$ cat src/design/assert_macros.svh
// assertion macros shared by the activation unit
`ifndef ASSERT_MACROS_SVH
`define ASSERT_MACROS_SVH
// implication checked every clock outside reset
`define ASSERT_IMPL(label, clk, rst_n, ante, cons) \
    label: assert property (@(posedge clk) disable iff (!rst_n) (ante) |-> (cons)) \
        else $error("assertion failed");
// next-cycle implication checked outside reset
`define ASSERT_NEXT(label, clk, rst_n, ante, cons) \
    label: assert property (@(posedge clk) disable iff (!rst_n) (ante) |=> (cons)) \
        else $error("assertion failed");
`endif

$ cat src/design/fpau_div_cell.sv
// one restoring-division cell: produces one quotient bit and passes the word on
module fpau_div_cell #(
    parameter int W  = 16,
    parameter int QW = 31,
    parameter int TW = 32
) (
    input  logic          clk,
    input  logic          rst_n,
    input  logic          step_en,
    input  logic [QW-1:0] bit_sel,
    input  logic          vld_in,
    input  logic [TW-1:0] tag_in,
    input  logic [QW-1:0] rem_in,
    input  logic [QW-1:0] dvd_in,
    input  logic [W-1:0]  dvs_in,
    input  logic [W-1:0]  quo_in,
    output logic          vld_out,
    output logic [TW-1:0] tag_out,
    output logic [QW-1:0] rem_out,
    output logic [QW-1:0] dvd_out,
    output logic [W-1:0]  dvs_out,
    output logic [W-1:0]  quo_out
);
    logic          vld_reg;
    logic [TW-1:0] tag_reg;
    logic [QW-1:0] rem_reg, rem_next, dvd_reg, dvd_next;
    logic [W-1:0]  dvs_reg, quo_reg, quo_next;
    logic [QW:0]   trial;

    // shift in next dividend bit, trial subtract
    always_comb
    begin
        trial    = {rem_in, |(dvd_in & bit_sel)};
        rem_next = trial[QW-1:0];
        quo_next = {quo_in[W-2:0], 1'b0};
        dvd_next = dvd_in;
        if (trial >= {{(QW+1-W){1'b0}}, dvs_in})
        begin
            rem_next = QW'(trial - {{(QW+1-W){1'b0}}, dvs_in});
            quo_next[0] = 1'b1;
        end
    end

    always_ff @(posedge clk or negedge rst_n)
    begin
        if (!rst_n)
            vld_reg <= 1'b0;
        else if (step_en)
            vld_reg <= vld_in;
    end

    always_ff @(posedge clk)
    begin
        if (step_en)
        begin
            tag_reg <= tag_in;
            rem_reg <= rem_next;
            dvd_reg <= dvd_next;
            dvs_reg <= dvs_in;
            quo_reg <= quo_next;
        end
    end

    assign vld_out = vld_reg;
    assign tag_out = tag_reg;
    assign rem_out = rem_reg;
    assign dvd_out = dvd_reg;
    assign dvs_out = dvs_reg;
    assign quo_out = quo_reg;
endmodule

$ cat config.mk
export PLATFORM = sky130hd
export DESIGN_NAME = fpau_div_cell
export DESIGN_NICKNAME = d
export VERILOG_FILES = /design/src/design/assert_macros.svh /design/src/design/fpau_div_cell.sv
export SDC_FILE = /design/constraint.sdc
export NUM_CORES = 1
export LEC_CHECK = 0
export BUFFER_PORTS_ARGS = -buffer_cell sky130_fd_sc_hd__buf_4
export CORE_UTILIZATION = 30
export DETAILED_ROUTE_END_ITERATION = 8
export SYNTH_ARGS = -nofsm -noshare
export SYNTH_HDL_FRONTEND = slang
export SYNTH_SLANG_ARGS = --single-unit
$ cat constraint.sdc
create_clock -name clk -period 0.9 [get_ports clk]
set_clock_uncertainty 0.1 [all_clocks]
set_input_delay 0.09 -clock clk [delete_from_list [all_inputs] [get_ports clk]]
set_output_delay 0.09 -clock clk [all_outputs]
set_load 0.1 [all_outputs]
==> results of run 1 <==
==> path summary, 6_finish.rpt <==
check	start	endpoint	slack (ns)	cells after the start
setup / recovery	bit_sel[2]	rem_out[23]	-2.00	14
hold / removal	rem_in[26]	rem_out[27]	-0.04	3
setup reg to reg	vld_out	vld_out	-0.06	1
hold reg to reg	vld_out	vld_out	0.50	1
max in group asynchronous	rst_n	vld_out	0.14	3
min in group asynchronous	rst_n	vld_out	0.44	3
==> routing by layer <==
| layer | global-route usage [%] | vias to the layer above |
|---|---|---|
| li1 | - | 2494 |
| met1 | 23.2 | 2572 |
| met2 | 42.0 | 253 |
| met3 | 6.56 | 56 |
| met4 | 10.6 | 0 |
| met5 | 0 | - |
==> area by class of cell <==
| cell class | instances | area [um^2] | share of cell area (%) |
|---|---|---|---|
| Timing Repair Buffer | 510 | 4690 | 42.0 |
| Tap cell | 225 | 282 | 2.52 |
| Inverter | 18 | 67.6 | 0.605 |
| Sequential cell | 127 | 3810 | 34.2 |
| Clock buffer | 17 | 425 | 3.81 |
| Clock inverter | 15 | 148 | 1.32 |
| Multi-Input combinational cell | 217 | 1740 | 15.5 |
==> power by group through the flow <==
stage,sequential [uW],clock (uW),combinational [uW]
3_5_place_dp,7420,0,6800
4_1_cts,7410,6810,7600
5_1_grt,7470,7020,7980
3_3_place_gp,7400,0,6770
2_1_floorplan,11200,0,769
6_report,7430,6720,7730
==> placed cells by master (no fill, tap or decap), types with 3 or more instances in the layout <==
master,count
buf_4,260
buf_6,132
edfxtp_1,126
dlygate4sd3_1,109
nor2_1,23
a21oi_1,21
inv_1,17
clkbuf_16,17
ha_1,15
xnor2_1,14
nand2_1,13
xor2_1,12
a21o_1,11
nand4_1,10
a22oi_1,6
inv_6,6
buf_12,6
or3_1,5
nand2b_1,5
o21ai_0,5
a22o_1,4
a221oi_2,4
o211ai_1,4
o21ai_2,4
clkinv_4,4
nand3_1,3
nor3_4,3
nor3_1,3
o21a_1,3
or4_1,3
nor4_4,3
nand3_2,3
a31oi_1,3
==> through the flow <==
step	util (%)	hold slack (ns)	total power, uW
6_report	63.9	-0.0401	21900
5_1_grt	63.9	-0.0424	22500
4_1_cts	63.2	-0.0512	21800
3_5_place_dp	50.2	-0.231	14200
3_3_place_gp	50.2	-0.234	14200
2_1_floorplan	-	-0.306	12000
==> cell families after synthesis <==
logic type / share of synthesized area (%)
AND/OR/NAND/NOR: 8.73
XOR/XNOR: 4.35
AO/OA/AOI/OAI: 10.3
adder cells (fa/ha/maj): 4.05
multiplexers: 0.392
flip-flops: 70.1
buffers and inverters: 2.07
==> state kept, by name, indices dropped and copies added (netlist names) <==
signal and flops:
tag_out 32, dvd_out 31, rem_out 31, dvs_out 16, quo_out 16, vld_out 1
==> critical path, cell delays in order <==
cell and delay (ns):
buf_6 0.10, a222oi_1 0.44, nand4_1 0.31, nor3_4 0.26, ha_2 0.23, fa_2 0.21
nor2b_1 0.05, o31a_1 0.26, o21a_4 0.24, a211oi_4 0.26, inv_2 0.13, nand3_1 0.12
nand4b_1 0.16, xnor2_1 0.09
==> timing repair <==
action                     CTS  global route
setup endpoints to repair  160           161
hold endpoints to repair   121            12
pin swaps                   15            10
buffers inserted             5             3
resized for setup          150            20
==> run summary, run 1 <==
status = complete, but fails checks
failing checks = negative hold slack, negative setup slack
max_slew headroom = 64.8%
drt initial violations = 283
Synth top area share = 69.6%
Die X = 137 um
cell area after placement = 8760 um^2
Data arrival, critical path = 2.96 ns
Final WS setup = -2.00 ns
Critical Path Fanout Max = 6
fill count = 1,247
met1 WL = 7460 um
Setup crit end kind = flip-flop
combinational power share = 35.3%
Skew-Pair Late Insertion Delay = 0.42 ns
CP Class = input port to flip-flop
Pleak = 0.00486 uW
WL met3 = 1940 um
post-route ant nets = 0
DRC viols = 0
largest area contributor in the netlist = edfxtp_1
Synth Net Count = 551
design area = 11,200 um^2
clock tree buffer depth = 2
vias = 5,375
post-route clock period utilization = 322%
full die area = 18,700 um^2
final net count = 1,069
yosys warns = 0
post-synthesis sequential area ratio = 70.1%
Synth Register Bits = 127
post-synthesis cell count = 373
max-slew violations = 0
I/O Buffers = 286
Peak VDD IR = 0.00131 V
diodes inserted = 0
DR pass1 iterations = 5
startpoint class of the critical path = input port
CP required = 0.97 ns
Avg Inst Size Synth = 14.6 um^2
clock root cell = clkbuf_16
clk sinks = 127
Top FF cell, synth = edfxtp_1
synthesized area = 5430 um^2
initial antenna violation count = 0
GPL Wtd Cong = 0.844
maximum clock frequency = 345 MHz
number of global-route vias before repair = 5,615
unrepaired setup endpoints after global routing = yes
Psw = 8290 uW
htree depth = 4
worst hold path type = input port to flip-flop
hpwl dp = 14,300 um
Top Metal Used = met4
Starting Density = 31.1%
actual slew at the worst max-slew pin = 0.523 ns
synth unique cells = 52
min cycle time layout = 2.90 ns
gr usage total = 22.6%
Pwr per Cell Area = 1960 nW/um^2
pin count of the biggest net entering global routing = 51
Pint = 13,600 uW
Setup TNS = -99.90 ns
ratio of cells with drive above 1 in the final layout = 51.7%
Worst Setup Slack post-DPL = -2.41 ns
Total Wirelength = 21,900 um
clock share of power = 30.7%
area of the core = 17,500 um^2
fin cells = 1,129
Switching Share = 37.9%
WL met2 = 11,500 um
Num CTS Buffers = 17
row count = 48
CTS tree = done
Area growth syn-to-layout = 105%
vias per cell = 4.76
setup violators final = 160
top cells by count, synth = 126 x edfxtp_1, 24 x nor2_1, 21 x a21oi_1, 17 x inv_1, 16 x ha_1
per-cell routed wire length = 19.4 um
first-pass GRT wire length = 30,800 um
top-count cell post-synth = edfxtp_1
grt total ovfl = 0
Synth area leaders = edfxtp_1 70%, ha_1 3.7%, xnor2_1 2.4%
placed cell count = 980
Max Cap Viol = 0
hold_buf cts = 110
EDFF count, synth = 126
Hold Violations, Final = 12
Final Hold Slack = -0.0401 ns
clock-pin slew on the worst setup and hold paths = 0.06 ns
IO Pins = 288
Synth async-reset ratio = 0.787%
die height = 137 um
Seq pwr share = 34.0%
(Power assumes the default switching activity.)
==> run 2: changes to the inputs <==
--- a/config.mk
+++ b/config.mk
@@ -8,6 +8,8 @@
 export BUFFER_PORTS_ARGS = -buffer_cell sky130_fd_sc_hd__buf_4
 export CORE_UTILIZATION = 30
 export DETAILED_ROUTE_END_ITERATION = 8
+export HOLD_SLACK_MARGIN = 0.1
+export MAX_ROUTING_LAYER = met4
 export SYNTH_ARGS = -nofsm -noshare
 export SYNTH_HDL_FRONTEND = slang
 export SYNTH_SLANG_ARGS = --single-unit
==> run 2 against run 1 <==
Compared with the run above: critical path type unchanged; sequential share of layout area is 0.14 points lower; utilization increased by 0.27 points; the run still ends with negative hold slack, negative setup slack left; total power fell by 0.21%; combinational power hardly changed; final cell count is 0.18% lower; worst setup slack improved by 0.15 ns; maximum frequency grew 5.3%; flip-flop and latch count did not move.
==> run summary, run 2 (same netlist as run 1, synthesis figures left out) <==
max FFs per register = 32 (unchanged)
I/O Buffers = 286 (unchanged)
CTS tree = done
Critical Path Fanout Max = 7 (+1)
DR pass1 iterations = 4 (-1)
Endpoint, Worst Hold = rem_out[21]
Final Hold Slack = -0.0238 ns (+0.0162 ns)
Die X = 137 um (unchanged)
gr usage total = 23.0% (+0.36 points)
ratio of cells with drive above 1 in the final layout = 52.4% (+0.73 points)
most common cell after layout, fill and taps aside = buf_4
Num CTS Buffers = 17 (unchanged)
setup violators final = 160 (unchanged)
worst hold path type = input port to flip-flop
post-route ant nets = 0 (unchanged)
IO Pins = 288 (unchanged)
storage element area = 3810 um^2 (unchanged)
R2R Path End = vld_out
Hold Violations, Final = 9 (-3)
GPL Wtd Cong = 0.859 (+1.7%)
Starting Density = 31.1% (unchanged)
Max Cap Viol = 0 (unchanged)
number of global-route vias before repair = 5,598 (-0.30%)
startpoint class of the critical path = input port
die height = 137 um (unchanged)
actual slew at the worst max-slew pin = 0.518 ns (-0.00480 ns)
fin cells = 1,127 (-0.18%)
failing checks = negative hold slack, negative setup slack
maximum clock frequency = 363 MHz (+5.3%)
CP required = 0.95 ns (-0.02 ns)
Worst Setup Slack post-DPL = -2.37 ns (+0.0372 ns)
Setup TNS = -94.56 ns (+5.35 ns)
Pwr per Cell Area = 1950 nW/um^2 (-0.64%)
unrepaired setup endpoints after global routing = yes
CP Class = input port to flip-flop
Area growth syn-to-layout = 106%
Setup crit end kind = flip-flop
Final WS setup = -1.85 ns (+0.146 ns)
hpwl dp = 14,400 um (+0.38%)
slowest CP cell = a211oi_4
crit-path cells = buf_6 -> a22o_1 -> a221oi_2 -> nand4_1 -> nor3_4 -> ha_2 -> fa_2 -> nor2b_2 -> o31a_1 -> o21a_4 -> a211oi_4 -> inv_4 -> nand2_4 -> nor3_1 -> xor2_1
post-route clock period utilization = 306% (-16 points)
full die area = 18,700 um^2 (unchanged)
DRC viols = 0 (unchanged)
clock-pin slew on the worst setup and hold paths = 0.06 ns (about the same)
grt total ovfl = 0 (unchanged)
fill count = 1,250 (+0.24%)
R2R Path Start = vld_out
Worst R2R Path Depth = 1 (unchanged)
status = complete, but fails checks
CP peak stage delay = 0.28 ns (-0.16 ns)
worst reg-to-reg setup slack = -0.06 ns (about the same)
clock tree buffer depth = 2 (unchanged)
Total Wirelength = 21,300 um (-2.4%)
area taken by multi-input logic gates = 1790 um^2 (+3.0%)
Data arrival, critical path = 2.81 ns (-0.15 ns)
vias per cell = 4.70 (-1.4%)
vias = 5,293 (-1.5%)
Peak VDD IR = 0.00136 V (+3.9%)
placed cell count = 979 (-0.10%)
htree depth = 4 (unchanged)
final core utilization = 64.1% (+0.27 points)
first-pass GRT wire length = 30,700 um (-0.49%)
per-cell routed wire length = 18.9 um (-2.3%)
commonest non-fill, non-tap cells in the layout = 252 x buf_4, 135 x buf_6, 126 x edfxtp_1
max-slew violations = 0 (unchanged)
critical hold path startpoint = rem_in[20]
initial antenna violation count = 1 (+1)
final net count = 1,066 (-0.28%)
clk sinks = 127 (unchanged)
pin count of the biggest net entering global routing = 51 (unchanged)
max_slew headroom = 65.2% (+0.32 points)
clock root cell = clkbuf_16
min cycle time layout = 2.75 ns (-0.146 ns)
hold path cells = 3 (unchanged)
Skew-Pair Late Insertion Delay = 0.41 ns (about the same)
Pleak = 0.00484 uW (-0.37%)
area of the core = 17,500 um^2 (unchanged)
drt initial violations = 351 (+24%)
row count = 48 (unchanged)
run 2: cell types whose count changed in the layout (fill, tap and decap cells not counted), moves of 2 or more:
| cell | before | now |
|---|---|---|
| buf_4 | 260 | 252 |
| buf_6 | 132 | 135 |
| clkinv_4 | 4 | 1 |
| clkinvlp_4 | 2 | 4 |
| nand3_1 | 3 | 1 |
| nor2_1 | 23 | 18 |
| nor2_2 | 0 | 4 |
run 2: area by class of cell:
type,count,share of cell area [%]
repair buffers,507,41.8
flip-flops and latches,127,34.0
multi-input cells,217,15.9
clock buffers,17,3.80
well taps,225,2.51
clock inverters,15,1.32
inverters,18,0.625
diodes,1,0.0223
run 2: report_power, final:
group	internal [uW]	switching, uW
Clock	3880	2790
Combinational	2570	5180
Sequential	7150	272
Total	13600	8240
run 2: critical path: cells and delay by family:
family	cells	cell delay [ns]
adder cells (fa/ha/maj)	2	0.44
AND/OR/NAND/NOR	5	0.66
XOR/XNOR	1	0.14
buffers and inverters	2	0.23
AO/OA/AOI/OAI	5	1.26
run 2: metrics by stage:
step | area, um^2 | power [uW]
global route | 11200 | 22500
finish | 11200 | 21800
CTS | 11100 | 21800
global placement | 8760 | 14200
floorplan | 5520 | 12000
detailed placement | 8760 | 14200
run 2: worst max-delay path by stage:
stage / startpoint / endpoint / slack, ns / cells past startpoint
after CTS: dvd_in[22] / rem_out[18] / -1.78 / 14
after floorplan: dvd_in[5] / rem_out[30] / -1.82 / 14
final: dvd_in[22] / rem_out[22] / -1.85 / 15
after global routing: dvd_in[22] / rem_out[26] / -1.97 / 15
after detailed placement: dvd_in[5] / rem_out[18] / -2.37 / 14
after global placement: dvd_in[7] / rem_out[18] / -2.27 / 14
run 2: repair_timing:
action,CTS,global route
hold endpoints to repair,134,20
gates resized for setup,174,12
pin swaps,16,7
endpoints found under the setup margin,160,160
gates cloned,1,0
setup buffers,3,2
hold buffers,109,1
run 2: metal layers:
layer  vias to the layer above  track usage (%)  routed length [um]
met1                      2578             23.8                7930
met3                        38             4.41                1220
li1                       2487                -                   -
met4                         0             8.33                 660
met2                       190             42.8               11500
met5                         -                -                   0
